===== config.mk =====
export PLATFORM = sky130hd
export DESIGN_NAME = allgather_step_schedule
export DESIGN_NICKNAME = d
export VERILOG_FILES = /design/src/sv/alsched_pkg.sv /design/src/sv/alsched_rem.sv /design/src/sv/allgather_step_schedule.sv
export SDC_FILE = /design/constraint.sdc
export NUM_CORES = 1
export LEC_CHECK = 0
export BUFFER_PORTS_ARGS = -buffer_cell sky130_fd_sc_hd__buf_2
export CAP_MARGIN = 20
export CORE_MARGIN = 10
export CORE_UTILIZATION = 41
export DETAILED_ROUTE_END_ITERATION = 8
export GPL_ROUTABILITY_DRIVEN = 0
export HOLD_SLACK_MARGIN = 0.15
export SYNTH_ARGS = -nofsm -noshare
export SYNTH_HDL_FRONTEND = slang
export SYNTH_SLANG_ARGS = --single-unit
export TNS_END_PERCENT = 5

===== constraint.sdc =====
create_clock -name clk -period 5.7 [get_ports clk]
set_input_delay 0.855 -clock clk [delete_from_list [all_inputs] [get_ports clk]]
set_output_delay 0.855 -clock clk [all_outputs]
set_load 0.02 [all_outputs]

===== src/sv/alsched_pkg.sv =====
// ----------------------------------------------------------------------------
// alsched_pkg
// Types and constants shared by the all-gather step schedule modules.
// ----------------------------------------------------------------------------
package alsched_pkg;

  localparam int unsigned CFG_ADDR_W = 2;
  localparam int unsigned CFG_DATA_W = 8;
  localparam int unsigned IN_DATA_W  = 8;
  localparam int unsigned OUT_DATA_W = 48;

  // Configuration register indexes.
  localparam logic [CFG_ADDR_W-1:0] REG_RANK_COUNT = 2'd0;
  localparam logic [CFG_ADDR_W-1:0] REG_MY_INDEX   = 2'd1;
  localparam logic [CFG_ADDR_W-1:0] REG_STEP_COUNT = 2'd2;

  // Most slice results that one step request may produce.
  localparam logic [6:0] RESULT_CAP = 7'd64;

  // Request into the shared remainder unit.
  typedef struct packed {
    logic       start;
    logic [7:0] dividend;
    logic [7:0] divisor;
  } rem_req_t;

  // Status back from the shared remainder unit.
  typedef struct packed {
    logic       busy;
    logic       done;
    logic [7:0] rem;
  } rem_rsp_t;

  // Result payload, last field in the lowest bits.
  typedef struct packed {
    logic [6:0] pad;
    logic [6:0] rx_slice;
    logic [6:0] tx_slice;
    logic [5:0] slice_pos;
    logic [6:0] slice_count;
    logic [6:0] to_index;
    logic [6:0] from_index;
  } out_data_t;

endpackage


===== src/sv/alsched_rem.sv =====
// ----------------------------------------------------------------------------
// alsched_rem
// Shared restoring remainder unit: one dividend bit per cycle.
// ----------------------------------------------------------------------------
module alsched_rem (
  input  logic                 clk,
  input  logic                 rst_n,
  input  alsched_pkg::rem_req_t req,
  output alsched_pkg::rem_rsp_t rsp
);

  logic       busy_r;
  logic       done_r;
  logic [2:0] cnt_r;
  logic [7:0] rem_r;
  logic [7:0] num_r;
  logic [7:0] div_r;
  logic [8:0] trial;
  logic [7:0] rem_nxt;

  // Shift in the next dividend bit and subtract the divisor when it fits.
  always_comb begin
    trial = {rem_r, num_r[7]};
    if (trial >= {1'b0, div_r}) begin
      rem_nxt = 8'(trial - {1'b0, div_r});
    end else begin
      rem_nxt = trial[7:0];
    end
  end

  always_ff @(posedge clk) begin
    if (!rst_n) begin
      busy_r <= 1'b0;
      done_r <= 1'b0;
    end else begin
      done_r <= 1'b0;
      if (req.start) begin
        busy_r <= 1'b1;
        cnt_r  <= 3'd7;
        rem_r  <= 8'd0;
        num_r  <= req.dividend;
        div_r  <= req.divisor;
      end else if (busy_r) begin
        rem_r <= rem_nxt;
        num_r <= {num_r[6:0], 1'b0};
        cnt_r <= cnt_r - 3'd1;
        if (cnt_r == 3'd0) begin
          busy_r <= 1'b0;
          done_r <= 1'b1;
        end
      end
    end
  end

  assign rsp.busy = busy_r;
  assign rsp.done = done_r;
  assign rsp.rem  = rem_r;

endmodule


===== src/sv/allgather_step_schedule.sv =====
// ----------------------------------------------------------------------------
// allgather_step_schedule
// Transfer plan of one all-gather step: peers and per-slice indices.
// ----------------------------------------------------------------------------
// Usage: write rank_count, my_index and step_count on the cfg_ port while
// the block is idle. Each request on the in_ stream carries a step number
// and produces a run of results on the out_ stream, one per slice, with
// out_tlast on the final one. A step at or beyond step_count gives a single
// result with out_tuser (bad_step) set and all data fields zero.
// Sequence: a request runs three remainder passes on one shared shift-subtract
// unit (my_index, delta and twice delta, each modulo the clamped rank count),
// then a setup state, then one result per cycle while the receiver takes
// them. A bad step gives its single result without remainder passes.
// in_tready is high only between requests.
// The output register holds a result until it is taken; a stalled receiver
// stops the slice walk without loss. A new request may be accepted while
// the final result of the previous one still waits.
// Reset (synchronous, active low) loads rank_count 2, my_index 0,
// step_count 1 and empties the output.
module allgather_step_schedule #(
  parameter int MAX_RANKS = 128
) (
  input  logic                                 clk,
  input  logic                                 rst_n,
  // in_tdata: step[2:0], zero fill [7:3]
  input  logic [alsched_pkg::IN_DATA_W-1:0]    in_tdata,
  input  logic                                 in_tvalid,
  output logic                                 in_tready,
  // out_tdata: from_index[6:0], to_index[13:7], slice_count[20:14],
  // slice_pos[26:21], tx_slice[33:27], rx_slice[40:34], zero fill [47:41]
  output logic [alsched_pkg::OUT_DATA_W-1:0]   out_tdata,
  // out_tuser: bad_step[0]
  output logic                                 out_tuser,
  output logic                                 out_tlast,
  output logic                                 out_tvalid,
  input  logic                                 out_tready,
  input  logic                                 cfg_we,
  input  logic [alsched_pkg::CFG_ADDR_W-1:0]   cfg_addr,
  input  logic [alsched_pkg::CFG_DATA_W-1:0]   cfg_wdata
);

  localparam logic [7:0] MAX_R = 8'(MAX_RANKS);

  typedef enum logic [2:0] {
    S_IDLE,
    S_IDX,
    S_DM,
    S_D2M,
    S_SETUP,
    S_EMIT,
    S_BAD
  } state_t;

  state_t                state_r;
  logic [7:0]            rank_count_r;
  logic [6:0]            my_index_r;
  logic [2:0]            step_count_r;

  alsched_pkg::rem_req_t rem_req;
  alsched_pkg::rem_rsp_t rem_rsp;
  logic                  start_r;
  logic [7:0]            dividend_r;

  logic [2:0]            shamt_r;
  logic [7:0]            r_r;
  logic [7:0]            delta_r;
  logic [6:0]            idx_r;
  logic [6:0]            dm_r;
  logic [6:0]            d2m_r;
  logic [6:0]            from_r;
  logic [6:0]            to_r;
  logic [6:0]            n_r;
  logic [5:0]            pos_r;
  logic [6:0]            tx_r;
  logic [6:0]            rx_r;

  alsched_pkg::out_data_t out_data_r;
  logic                  out_valid_r;
  logic                  out_last_r;
  logic                  out_bad_r;

  logic                  in_acc;
  logic                  out_free;
  logic [2:0]            in_step;
  logic                  in_bad;
  logic [7:0]            r_clamp;
  logic [8:0]            span;
  logic [8:0]            n_full;
  logic [6:0]            n_calc;
  logic                  emit_last;

  // (a + r - b) mod r for a, b below r.
  function automatic logic [6:0] mod_sub(input logic [6:0] a, input logic [6:0] b,
                                         input logic [7:0] r);
    logic [8:0] t;
    t = {2'b00, a} + {1'b0, r} - {2'b00, b};
    if (t >= {1'b0, r}) begin
      t = t - {1'b0, r};
    end
    return t[6:0];
  endfunction

  // (a + b) mod r for a, b below r.
  function automatic logic [6:0] mod_add(input logic [6:0] a, input logic [6:0] b,
                                         input logic [7:0] r);
    logic [8:0] t;
    t = {2'b00, a} + {2'b00, b};
    if (t >= {1'b0, r}) begin
      t = t - {1'b0, r};
    end
    return t[6:0];
  endfunction

  always_ff @(posedge clk) begin
    if (!rst_n) begin
      rank_count_r <= 8'd2;
      my_index_r   <= 7'd0;
      step_count_r <= 3'd1;
    end else if (cfg_we) begin
      case (cfg_addr)
        alsched_pkg::REG_RANK_COUNT: rank_count_r <= cfg_wdata;
        alsched_pkg::REG_MY_INDEX:   my_index_r   <= cfg_wdata[6:0];
        alsched_pkg::REG_STEP_COUNT: step_count_r <= cfg_wdata[2:0];
        default: ;
      endcase
    end
  end

  assign in_tready = (state_r == S_IDLE);
  assign in_acc    = in_tvalid && in_tready;
  assign out_free  = !out_valid_r || out_tready;
  assign in_step   = in_tdata[2:0];
  assign in_bad    = (in_step >= step_count_r);

  always_comb begin
    r_clamp = rank_count_r;
    if (rank_count_r < 8'd2) begin
      r_clamp = 8'd2;
    end else if (rank_count_r > MAX_R) begin
      r_clamp = MAX_R;
    end
  end

  // Slice count (R - 1 + delta) / (2 * delta), a shift since delta is 2^shamt.
  always_comb begin
    span   = {1'b0, r_r} - 9'd1 + {1'b0, delta_r};
    n_full = span >> ({1'b0, shamt_r} + 4'd1);
    if (n_full > {2'b00, alsched_pkg::RESULT_CAP}) begin
      n_calc = alsched_pkg::RESULT_CAP;
    end else begin
      n_calc = n_full[6:0];
    end
  end

  assign emit_last = (n_r == 7'd0) || ({1'b0, pos_r} + 7'd1 == n_r);

  always_ff @(posedge clk) begin
    if (!rst_n) begin
      state_r     <= S_IDLE;
      start_r     <= 1'b0;
      out_valid_r <= 1'b0;
    end else begin
      start_r <= 1'b0;
      if (out_tready) begin
        out_valid_r <= 1'b0;
      end
      case (state_r)
        S_IDLE: begin
          if (in_acc) begin
            shamt_r <= step_count_r - 3'd1 - in_step;
            delta_r <= 8'd1 << (step_count_r - 3'd1 - in_step);
            r_r     <= r_clamp;
            if (in_bad) begin
              state_r <= S_BAD;
            end else begin
              start_r    <= 1'b1;
              dividend_r <= {1'b0, my_index_r};
              state_r    <= S_IDX;
            end
          end
        end
        S_IDX: begin
          if (rem_rsp.done) begin
            idx_r      <= rem_rsp.rem[6:0];
            start_r    <= 1'b1;
            dividend_r <= delta_r;
            state_r    <= S_DM;
          end
        end
        S_DM: begin
          if (rem_rsp.done) begin
            dm_r       <= rem_rsp.rem[6:0];
            start_r    <= 1'b1;
            dividend_r <= {delta_r[6:0], 1'b0};
            state_r    <= S_D2M;
          end
        end
        S_D2M: begin
          if (rem_rsp.done) begin
            d2m_r   <= rem_rsp.rem[6:0];
            state_r <= S_SETUP;
          end
        end
        S_SETUP: begin
          from_r  <= mod_sub(idx_r, dm_r, r_r);
          to_r    <= mod_add(idx_r, dm_r, r_r);
          tx_r    <= idx_r;
          rx_r    <= mod_sub(idx_r, dm_r, r_r);
          n_r     <= n_calc;
          pos_r   <= 6'd0;
          state_r <= S_EMIT;
        end
        S_EMIT: begin
          if (out_free) begin
            out_valid_r           <= 1'b1;
            out_last_r            <= emit_last;
            out_bad_r             <= 1'b0;
            out_data_r.pad        <= 7'd0;
            out_data_r.from_index <= from_r;
            out_data_r.to_index   <= to_r;
            out_data_r.slice_count <= n_r;
            if (n_r == 7'd0) begin
              out_data_r.slice_pos <= 6'd0;
              out_data_r.tx_slice  <= 7'd0;
              out_data_r.rx_slice  <= 7'd0;
            end else begin
              out_data_r.slice_pos <= pos_r;
              out_data_r.tx_slice  <= tx_r;
              out_data_r.rx_slice  <= rx_r;
            end
            tx_r  <= mod_sub(tx_r, d2m_r, r_r);
            rx_r  <= mod_sub(rx_r, d2m_r, r_r);
            pos_r <= pos_r + 6'd1;
            if (emit_last) begin
              state_r <= S_IDLE;
            end
          end
        end
        S_BAD: begin
          if (out_free) begin
            out_valid_r <= 1'b1;
            out_last_r  <= 1'b1;
            out_bad_r   <= 1'b1;
            out_data_r  <= '0;
            state_r     <= S_IDLE;
          end
        end
        default: state_r <= S_IDLE;
      endcase
    end
  end

  assign rem_req.start    = start_r;
  assign rem_req.dividend = dividend_r;
  assign rem_req.divisor  = r_r;

  alsched_rem u_rem (
    .clk   (clk),
    .rst_n (rst_n),
    .req   (rem_req),
    .rsp   (rem_rsp)
  );

  assign out_tdata  = out_data_r;
  assign out_tuser  = out_bad_r;
  assign out_tlast  = out_last_r;
  assign out_tvalid = out_valid_r;

`ifndef NO_ASSERTIONS
  // A bad step is always a run of one.
  a_bad_is_last: assert property (@(posedge clk) disable iff (!rst_n)
    out_tvalid && out_tuser |-> out_tlast)
    else $error("bad_step result without last");

  // The block takes one request at a time.
  a_one_request: assert property (@(posedge clk) disable iff (!rst_n)
    in_tvalid && in_tready |=> !in_tready)
    else $error("request accepted while busy");

  // An empty step gives one result with zeroed slice fields.
  a_empty_step: assert property (@(posedge clk) disable iff (!rst_n)
    out_tvalid && !out_tuser && (out_tdata[20:14] == 7'd0)
      |-> out_tlast && (out_tdata[33:21] == 13'd0) && (out_tdata[40:34] == 7'd0))
    else $error("empty step result malformed");

  // Slice position stays inside the slice list.
  a_pos_range: assert property (@(posedge clk) disable iff (!rst_n)
    out_tvalid && !out_tuser && (out_tdata[20:14] != 7'd0)
      |-> ({1'b0, out_tdata[26:21]} < out_tdata[20:14]))
    else $error("slice_pos beyond slice_count");

  // The remainder unit only finishes while the sequencer waits on it.
  a_rem_done: assert property (@(posedge clk) disable iff (!rst_n)
    rem_rsp.done |-> (state_r == S_IDX) || (state_r == S_DM) || (state_r == S_D2M))
    else $error("remainder done outside a remainder pass");

  // A remainder pass is only started on an idle unit.
  a_rem_start: assert property (@(posedge clk) disable iff (!rst_n)
    start_r |-> !rem_rsp.busy)
    else $error("remainder pass started while busy");
`endif

endmodule


==> results.toml, run 1 <==
[status]
status = "finished, final reports clean"

[timing]
min_period_ns = 4.822
relSlewSlack_pct = 36.94
worst_pin_slew_ns = 0.9436
layout_setup_ws_ns = 0.8775
hold-worst-slack_ns = 0.4565
post-route-period-util_pct = 84.60
rsz0062_at_grt = "no"
hold_violations = 0
final-max-slew-violation-count = 0
setup_viol = 0
setup_tns_ns = 0
clock_skew_ns = 0.01874
fmax_mhz = 207.4

[clocking]
insertion_delay_ns = 0.44
post_cts_resized = 0
cts_tree = "built"
clk_pin_slew_ns = 0.08
hold_buffers = 0
ctsRootBufferMaster = "clkbuf_16"
cts-buffers-inserted = 17
cts.path.max_buffers = 2
cts_sinks = 184
cts_htree_levels = 4
cts_setup_buffers = 0

[routing]
drc = 0
vias = 7500
drt_iter0_markers = 439
ant_nets = 0
first_pass_iters = 4
drt_wl_total_um = 24440
routed_wire_length_per_instance_um = 16.16
vias_per_cell = 4.960

[logic_synthesis]
synth_edf_count = 159
synthArstFlopShare_pct = 0
synth_area_um2 = 11490
avgSynthCellArea_um2 = 10.89
synth_cell_types = 62
yosysSeqAreaShare_pct = 45.92
synth_compound_area_share_pct = 9.955
synthAdderAreaFrac_pct = 15.40
synth_top_area_share_pct = 41.56
yosysWarnings = 0
synth_top_family_by_area = "adder cells"
yosys.area_share.simple_pct = 12.47
synthXorXnorAreaFrac_pct = 5.435
ys.flop_type = "edfxtp_1"
yosys.area.top_type = "edfxtp_1"
synth-seq-cells = 184
synth_area_leaders = "edfxtp_1 42%, ha_1 10%, fa_1 5.1%"
synthMuxAreaShare_pct = 5.076
syn_inst = 1055

[floorplan]
start_util_pct = 41.46
coreArea_um2 = 27710
die_w_um = 187.4
num_rows = 61
fp.dieH_um = 187.4
io_pins = 75
die-area_um2 = 35110

[grt]
grt_first_pass_wirelength_um = 39860
overflow = 0
grt_max_degree = 44
grt_pass1_vias = 7642
antenna_found_initial = 1
grt_usage_pct = 14.08

[place]
port_buffers = 62
dp_hpwl_um = 18650
dp.cells = 1478
dp_slack_ns = 0.8925

[setup_path]
reg2reg_from = "r_r[1]"
crit_path_end_kind = "flip-flop"
cp.required_ns = 5.87
crit_fanout = 10
cp.arrival_ns = 4.99
cp-startpoint = "r_r[1]"
path_class = "flip-flop to flip-flop"
cp-start-kind = "flip-flop"

[power]
power-per-cell-area_nw_per_um2 = 432.3
vdd_ir_drop_max_mv = 0.1791
leakagePower_nw = 5.330

[layout]
final_nets = 1267
area_growth_pct = 11.83
drive_gt1_share_pct = 12.62
stdcell_count = 1512
fill_cells = 2589

[hold_path]
worstHoldStart = "r_r[3]"
hold_path_class = "flip-flop to flip-flop"

[flow_run]
drv_cap = 0
[layer usage]
metal / routed length, um / track usage (%)
met1: 11370 / 17.63
met4: 401 / 3.969
met3: 893 / 2.815
met5: 0 / 0
met2: 11770 / 24.10
[synth_stat cells (10+ instances only)]
library cell  count
dfxtp_1          25
inv_1           133
a211oi_1         10
nor2b_1          45
mux2_2           26
o21a_1           14
nor2_1           65
and2_1           30
fa_1             29
a21o_1           17
nand2_1          49
xnor2_1          46
a21oi_1          48
clkbuf_1         22
nand2b_1         16
edfxtp_1        159
xor2_1           20
mux2i_1          29
nor3_1           30
o21ai_0          40
ha_1             95
[per-stage QoR]
| stage | total power, mW | utilization [%] | area [um2] |
|---|---|---|---|
| floorplan | 3.852 | - | 11510 |
| global placement | 4.354 | 44.19 | 12240 |
| detailed placement | 4.398 | 44.19 | 12240 |
| CTS | 5.602 | 46.33 | 12840 |
| global route | 5.988 | 46.36 | 12840 |
| finish | 5.554 | 46.37 | 12850 |
[cells by family after synthesis]
logic type,after synthesis
compound gates,180
flops,184
other cells,1
simple gates,276
fa+ha+maj,124
xor+xnor,68
mux,55
buf+inv,167
[critical path: stages (launching register included)]
cell and delay, ns:
edfxtp_1 0.41, inv_1 0.51, fa_1 0.56, inv_1 0.08, ha_1 0.22, a21o_1 0.17
a21oi_1 0.22, nor2b_1 0.08, o21a_1 0.18, nor2_1 0.11, xnor2_1 0.18, ha_1 0.31
o21ai_0 0.18, a31oi_1 0.06, o21ai_0 0.16, nand4bb_1 0.44, mux2_2 0.43, mux2_2 0.26
[area by class of cell]
| type | instances | area (um2) | share of cell area (%) |
|---|---|---|---|
| multi-input cells | 710 | 5603 | 43.62 |
| diodes | 1 | 2.502 | 0.01948 |
| clock inverters | 15 | 167.7 | 1.305 |
| repair buffers | 74 | 400.4 | 3.117 |
| inverters | 133 | 499.2 | 3.886 |
| well taps | 378 | 473.0 | 3.682 |
| clock buffers | 17 | 425.4 | 3.312 |
| flip-flops and latches | 184 | 5275 | 41.06 |
[registers in the layout (all words and copies together), names as in the netlist, 8 cells and up]
register,count
delta_r,8
dividend_r,8
out_tdata,41
r_r,8
rank_count_r,8
u_rem.div_r,8
u_rem.num_r,8
u_rem.rem_r,8
[cells in the final DEF (no fill, tap or decap), drive strengths merged, types with 3 or more instances in the layout]
cell    instances
nor4            3
nand4           6
clkbuf         17
nand2          49
xnor2          46
fa             29
a211oi         10
conb            7
nor3           30
nor2           65
and3            6
dfxtp          25
o21a           14
a22oi           9
edfxtp        159
and2           30
a21o           17
inv           143
a21oi          49
o21bai          9
clkinv          5
mux2           26
xor2           20
ha             95
o41ai           4
or2             3
buf            74
nor2b          45
nand2b         16
nand3b          6
o31a            3
o21ai          47
nand3           9
mux2i          29
[power by group]
part           internal, mW  leakage (nW)  switching [mW]
clock network         0.593         0.292           0.595
registers              1.69          1.65           0.108
logic                  1.16          3.38            1.41
total                  3.44          5.33            2.11
[worst paths after layout]
path / to / slack (ns) / depth (start not counted)
worst max register to register: rx_r[6] / 0.88 / 17
worst min-delay path: u_rem.div_r[3] / 0.46 / 0
worst max-delay path: rx_r[6] / 0.88 / 17
worst min register to register: u_rem.div_r[3] / 0.46 / 0
Power figures use the tool's default switching activity.
==> run 2, diff against run 1 <==
--- a/config.mk
+++ b/config.mk
@@ -5,6 +5,7 @@
 export SDC_FILE = /design/constraint.sdc
 export NUM_CORES = 1
 export LEC_CHECK = 0
+export ABC_AREA = 1
 export BUFFER_PORTS_ARGS = -buffer_cell sky130_fd_sc_hd__buf_2
 export CAP_MARGIN = 20
 export CORE_MARGIN = 10
==> constraint.sdc (replaced) <==
create_clock -name clk -period 4.1 [get_ports clk]
set_input_delay 0.615 -clock clk [delete_from_list [all_inputs] [get_ports clk]]
set_output_delay 0.615 -clock clk [all_outputs]
set_load 0.02 [all_outputs]
==> results.toml, run 2 <==
[setup_path]
crit_path_end_kind = "flip-flop"
cp.arrival_ns = 4.06
cp_top_family = "adder cells"
path_class = "flip-flop to flip-flop"
cp.required_ns = 4.29
crit_chain = "inv_1, buf_12, fa_1, inv_1, ha_2, a21oi_2, nand2_2, a21oi_2, o21bai_2, a21o_1, a21oi_2, xnor2_1, ha_1, nand4_1, nor2_1, nand2_1, nand3b_1, nor2_1, nand2_1, buf_6, inv_2, nand2_1, nand3_1, nand2_1"
cp-start-kind = "flip-flop"
worst-path-buf-inv = 5
r2r_slack_ns = 0.23
cpPeakStageDelay_ns = 0.54
crit_top_cell = "nand2_1"
crit_slowest_cell = "fa_1"
crit_fanout = 8

[logic_synthesis]
avgSynthCellArea_um2 = 8.929
synth_compound_area_share_pct = 8.051
synthMuxAreaShare_pct = 0
synthArstFlopShare_pct = 0
synth.most_common_cell = "inv_1"
yosys.area_share.simple_pct = 17.81
yosys.area.top_type = "edfxtp_1"
synth_area_um2 = 11800
yosys-top-cells-count = "263 x inv_1, 245 x nand2_1, 159 x edfxtp_1"
syn_inst = 1321
yosysWarnings = 0
synthAdderAreaFrac_pct = 15.00
synth_top_family_by_area = "simple AND/OR/NAND/NOR gates"
synthXorXnorAreaFrac_pct = 4.530
synth-seq-cells = 184
yosysSeqAreaShare_pct = 44.72
synth_area_leaders = "edfxtp_1 40%, ha_1 10%, inv_1 8.4%"
ys.flop_type = "edfxtp_1"
synth_top_area_share_pct = 40.48
synth_cell_types = 46
synth_edf_count = 159

[power]
leakagePower_nw = 6.285
power-per-cell-area_nw_per_um2 = 575.6
seq_power_share_pct = 33.6
vdd_ir_drop_max_mv = 0.2794
power.internal_mw = 4.659
pwr-share-comb_pct = 45.3
sw_frac_of_total_pct = 40.05
total_switching_power_mw = 3.113
pwr-share-clk_pct = 21.1

[clocking]
insertion_delay_ns = 0.44
ctsRootBufferMaster = "clkbuf_16"
clk_pin_slew_ns = 0.07
cts_htree_levels = 4
cts_tree = "built"
cts-buffers-inserted = 17
cts.path.max_buffers = 2
cts_sinks = 184
hold_buffers = 0

[place]
placed_cell_area_um2 = 12730
port_buffers = 62
dp.cells = 1776
dp_hpwl_um = 20340

[routing]
vias = 8746
vias_per_cell = 4.819
drc = 0
routed_wire_length_per_instance_um = 14.53
drt_wl_total_um = 26380
first_pass_iters = 4
ant_nets = 0
drt_iter0_markers = 493

[layout]
final_common_cell = "inv_1"
area_growth_pct = 14.48
fill_cells = 2844
stdcell_count = 1815
num_antenna_cells = 0
final_nets = 1565
final_cell_area_um2 = 13500
largest_reg_flops = 41
most-common-layout-cells = "260 x inv_1, 244 x nand2_1, 159 x edfxtp_1, 101 x nor2_1, 91 x ha_1"
drive_gt1_share_pct = 12.58

[timing]
hold_violations = 0
post-route-period-util_pct = 94.48
final-max-slew-violation-count = 0
setup_tns_ns = 0
relSlewSlack_pct = 33.74
worst_pin_slew_ns = 0.9938
setup_viol = 0
clock_skew_ns = 0.01806
rsz0062_at_grt = "yes"
fmax_mhz = 258.2
min_period_ns = 3.874

[floorplan]
coreArea_um2 = 28550
die-area_um2 = 35950
die_w_um = 189.6
start_util_pct = 41.32
num_rows = 62
io_pins = 75
fp.dieH_um = 189.6

[flow_run]
drv_cap = 0

[grt]
grt_pass1_vias = 8555
grt_max_degree = 44
overflow = 0
antenna_found_initial = 0
grt_first_pass_wirelength_um = 42690
grt_usage_pct = 14.81

[hold_path]
hold_path_class = "input pin to flip-flop"

[status]
status = "finished, final reports clean"
## run 2: cell types whose count changed after synthesis, sizes merged, moves of 16 or more
cell / change
mux2: -26
a21oi: +18
nand3: +71
and2: -23
nor2b: -45
nand2b: -16
nor2: +41
inv: +135
nand2: +198
mux2i: -29
xnor2: -18
## run 2: power by group through the flow
stage / registers (mW) / clock network [mW] / logic [mW]
6_report: 2.62 / 1.64 / 3.52
3_5_place_dp: 2.66 / 0 / 3.34
3_3_place_gp: 2.65 / 0 / 3.29
4_1_cts: 2.62 / 1.67 / 3.37
5_1_grt: 2.65 / 1.74 / 4.02
2_1_floorplan: 2.64 / 0 / 2.53
## run 2: path summary, 6_finish.rpt
| kind | from | endpoint | cells past startpoint |
|---|---|---|---|
| worst max-delay path | r_r[2] | rx_r[2] | 24 |
| worst min-delay path | cfg_wdata[7] | rank_count_r[7] | 3 |
| worst min register to register | r_r[4] | u_rem.div_r[4] | 0 |
| worst max register to register | r_r[2] | rx_r[2] | 24 |
## run 2: worst register-to-register path, stage by stage, from the launching register on
cell and delay, ns:
edfxtp_1 0.35, inv_1 0.07, buf_12 0.15, fa_1 0.55
inv_1 0.05, ha_2 0.32, a21oi_2 0.17, nand2_2 0.10
a21oi_2 0.15, o21bai_2 0.10, a21o_1 0.20, a21oi_2 0.15
xnor2_1 0.09, ha_1 0.31, nand4_1 0.09, nor2_1 0.04
nand2_1 0.05, nand3b_1 0.09, nor2_1 0.11, nand2_1 0.10
buf_6 0.15, inv_2 0.06, nand2_1 0.04, nand3_1 0.07
nand2_1 0.07
## run 2: cell type report
cell class / instances / area (um2) / area share, %
multi-input combinational: 848 / 5527 / 40.93
sequential: 184 / 5275 / 39.07
inverter: 269 / 1013 / 7.506
timing repair buffer: 98 / 625.6 / 4.633
tap: 384 / 480.5 / 3.558
clock buffer: 18 / 430.4 / 3.188
clock inverter: 14 / 151.4 / 1.121
## run 2: through the flow
step | utilization (%) | worst slack [ns] | hold WS (ns) | power (mW)
floorplan | - | 0.2614 | 0.4264 | 5.165
CTS | 46.73 | 0.08555 | 0.4001 | 7.653
finish | 47.30 | 0.2264 | 0.4067 | 7.772
detailed placement | 44.60 | 0.008095 | 0.4330 | 6.002
global route | 47.30 | -0.01694 | 0.4069 | 8.401
global placement | 44.60 | 0.04638 | 0.4284 | 5.940
## run 2: cells by family after synthesis
| kind of cell | Yosys count |
|---|---|
| buffers and inverters | 296 |
| AO/OA/AOI/OAI | 166 |
| XOR/XNOR | 61 |
| other | 1 |
| flip-flops | 184 |
| adder cells (fa/ha/maj) | 124 |
| AND/OR/NAND/NOR | 489 |
## run 2: timing repair
item / 4_1_cts / 5_1_grt
gates cloned: 0 / 1
pin swaps: 0 / 22
resized for setup: 1 / 33
buffers inserted: 3 / 3
setup endpoints to repair: 5 / 21
## run 2: metal layers
| metal | share of wire, % | track usage (%) | up-vias |
|---|---|---|---|
| met2 | 48 | 24.85 | 149 |
| li1 | - | - | 4492 |
| met4 | 1.2 | 3.724 | 0 |
| met1 | 46 | 18.94 | 4084 |
| met3 | 5.0 | 3.350 | 21 |
| met5 | 0 | 0 | - |
==> run 3, diff against run 2 <==
--- a/config.mk
+++ b/config.mk
@@ -5,7 +5,6 @@
 export SDC_FILE = /design/constraint.sdc
 export NUM_CORES = 1
 export LEC_CHECK = 0
-export ABC_AREA = 1
 export BUFFER_PORTS_ARGS = -buffer_cell sky130_fd_sc_hd__buf_2
 export CAP_MARGIN = 20
 export CORE_MARGIN = 10
==> results.toml, run 3 (synthesis results as in run 1) <==
[routing]
vias = 7924
drt_wl_total_um = 25910
drt_iter0_markers = 353
first_pass_iters = 4
vias_per_cell = 4.959
ant_nets = 0
routed_wire_length_per_instance_um = 16.21
drc = 0

[floorplan]
num_rows = 61
io_pins = 75
fp.dieH_um = 187.4
die-area_um2 = 35110
die_w_um = 187.4
coreArea_um2 = 27710
start_util_pct = 41.46

[setup_path]
r2r-end = "tx_r[5]"
crit_path_end_kind = "flip-flop"
crit_chain = "buf_6, fa_2, inv_2, ha_4, a21o_1, a21oi_4, o21bai_1, a21oi_2, o21bai_1, a21oi_1, xnor2_1, ha_1, o21a_1, o31a_1, nor4_4, buf_6, mux2i_2, o21ai_1"
r2r_cells = 18
r2r_slack_ns = -0.02
cp.arrival_ns = 4.30
cp.required_ns = 4.28
cp-start-kind = "flip-flop"
cpPeakStageDelay_ns = 0.60
crit_fanout = 6
reg2reg_from = "d2m_r[1]"
path_class = "flip-flop to flip-flop"
crit_slowest_cell = "fa_2"

[timing]
rsz0062_at_grt = "yes"
post-route-period-util_pct = 100.6
final-max-slew-violation-count = 0
setup_viol = 4
clock_skew_ns = 0.01539
layout_setup_ws_ns = -0.02424
min_period_ns = 4.124
worst_pin_slew_ns = 0.9555
fmax_mhz = 242.5
hold_violations = 0
setup_tns_ns = -0.04857
relSlewSlack_pct = 36.30

[clocking]
cts_sinks = 184
cts_htree_levels = 4
cts-buffers-inserted = 17
clk_pin_slew_ns = 0.08
insertion_delay_ns = 0.44
ctsRootBufferMaster = "clkbuf_16"
cts.path.max_buffers = 2
cts_tree = "built"
hold_buffers = 0

[grt]
grt_first_pass_wirelength_um = 41850
overflow = 0
antenna_found_initial = 1
grt_pass1_vias = 8080
grt_usage_pct = 14.69
grt_max_degree = 44

[hold_path]
hold_path_class = "input pin to flip-flop"
min_to = "rank_count_r[7]"
whs_path_depth = 3
worstHoldStart = "cfg_wdata[7]"

[layout]
area_growth_pct = 20.01
final_core_util_pct = 49.76
regArea_um2 = 5275
fill_cells = 2486
final_common_cell = "edfxtp_1"
most-common-layout-cells = "159 x edfxtp_1, 129 x inv_1, 92 x buf_4, 89 x ha_1"
drive_gt1_share_pct = 22.30
stdcell_count = 1598
multiInputGateArea_um2 = 5878
final_nets = 1354
largest_reg_flops = 41
num_antenna_cells = 0

[status]
status = "complete, but fails checks"
violations = "setup timing"

[place]
dp_hpwl_um = 19830
port_buffers = 62
dp.cells = 1554
dp_slack_ns = -0.2993

[power]
seq_power_share_pct = 28.0
leakagePower_nw = 5.824
total_switching_power_mw = 3.264
pwr-share-clk_pct = 18.4
pwr-share-comb_pct = 53.6
sw_frac_of_total_pct = 36.71
power-per-cell-area_nw_per_um2 = 645.0
vdd_ir_drop_max_mv = 0.3136
power.internal_mw = 5.627

[flow_run]
drv_cap = 0
[run 3: final cells by class]
cell class	count	share of cell area [%]
clock inverter	13	0.8713
clock buffer	19	3.295
multi-input combinational	710	42.64
tap	378	3.431
timing repair buffer	161	7.860
sequential	184	38.26
inverter	133	3.640
[run 3: how the worst max path moves through the flow]
| stage | endpoint | from | slack (ns) |
|---|---|---|---|
| after floorplan | rx_r[3] | r_r[1] | -0.13 |
| after global placement | rx_r[6] | r_r[1] | -0.23 |
| after detailed placement | rx_r[6] | r_r[1] | -0.30 |
| after CTS | rx_r[1] | d2m_r[1] | 0.005 |
| after global routing | tx_r[5] | d2m_r[1] | -0.21 |
| final | tx_r[5] | d2m_r[1] | -0.02 |
[run 3: layer usage]
metal  GRT usage [%]  wire length [um]  vias to the layer above
met4           3.477               248                        0
met5               0                 0                        -
met3           3.057               913                       15
li1                -                 -                     3959
met2           24.89             12590                      121
met1           18.80             12160                     3829
[run 3: power by group through the flow]
stage / sequential (mW) / clock, mW / combinational [mW]
floorplan: 2.50 / 0 / 2.86
global placement: 2.53 / 0 / 4.09
detailed placement: 2.53 / 0 / 4.14
CTS: 2.49 / 1.67 / 4.40
global route: 2.52 / 1.74 / 5.27
finish: 2.49 / 1.64 / 4.76
[run 3: through the flow]
step | power [mW] | area, um2 | hold WS, ns
2_1_floorplan | 5.356 | 11510 | 0.4264
3_3_place_gp | 6.616 | 12820 | 0.4312
3_5_place_dp | 6.674 | 12820 | 0.4370
4_1_cts | 8.559 | 13540 | 0.4243
5_1_grt | 9.522 | 13790 | 0.4544
6_report | 8.891 | 13790 | 0.4381
[run 3: worst max-delay path, delay by kind of cell (launching register included)]
| kind | cells | cell delay [ns] |
|---|---|---|
| and+or+nand+nor | 1 | 0.29 |
| DFF | 1 | 0.48 |
| xor gates and xnor gates | 1 | 0.10 |
| AOI/OAI and AO/OA | 9 | 1.27 |
| adders and majority gates | 3 | 1.11 |
| buffers and inverters | 3 | 0.41 |
| muxes | 1 | 0.23 |
[run 3: repair_timing]
| item | CTS | global route |
|---|---|---|
| gates resized for setup | 24 | 43 |
| buffers inserted | 5 | 7 |
| pin swaps | 11 | 39 |
| setup endpoints to repair | 20 | 21 |
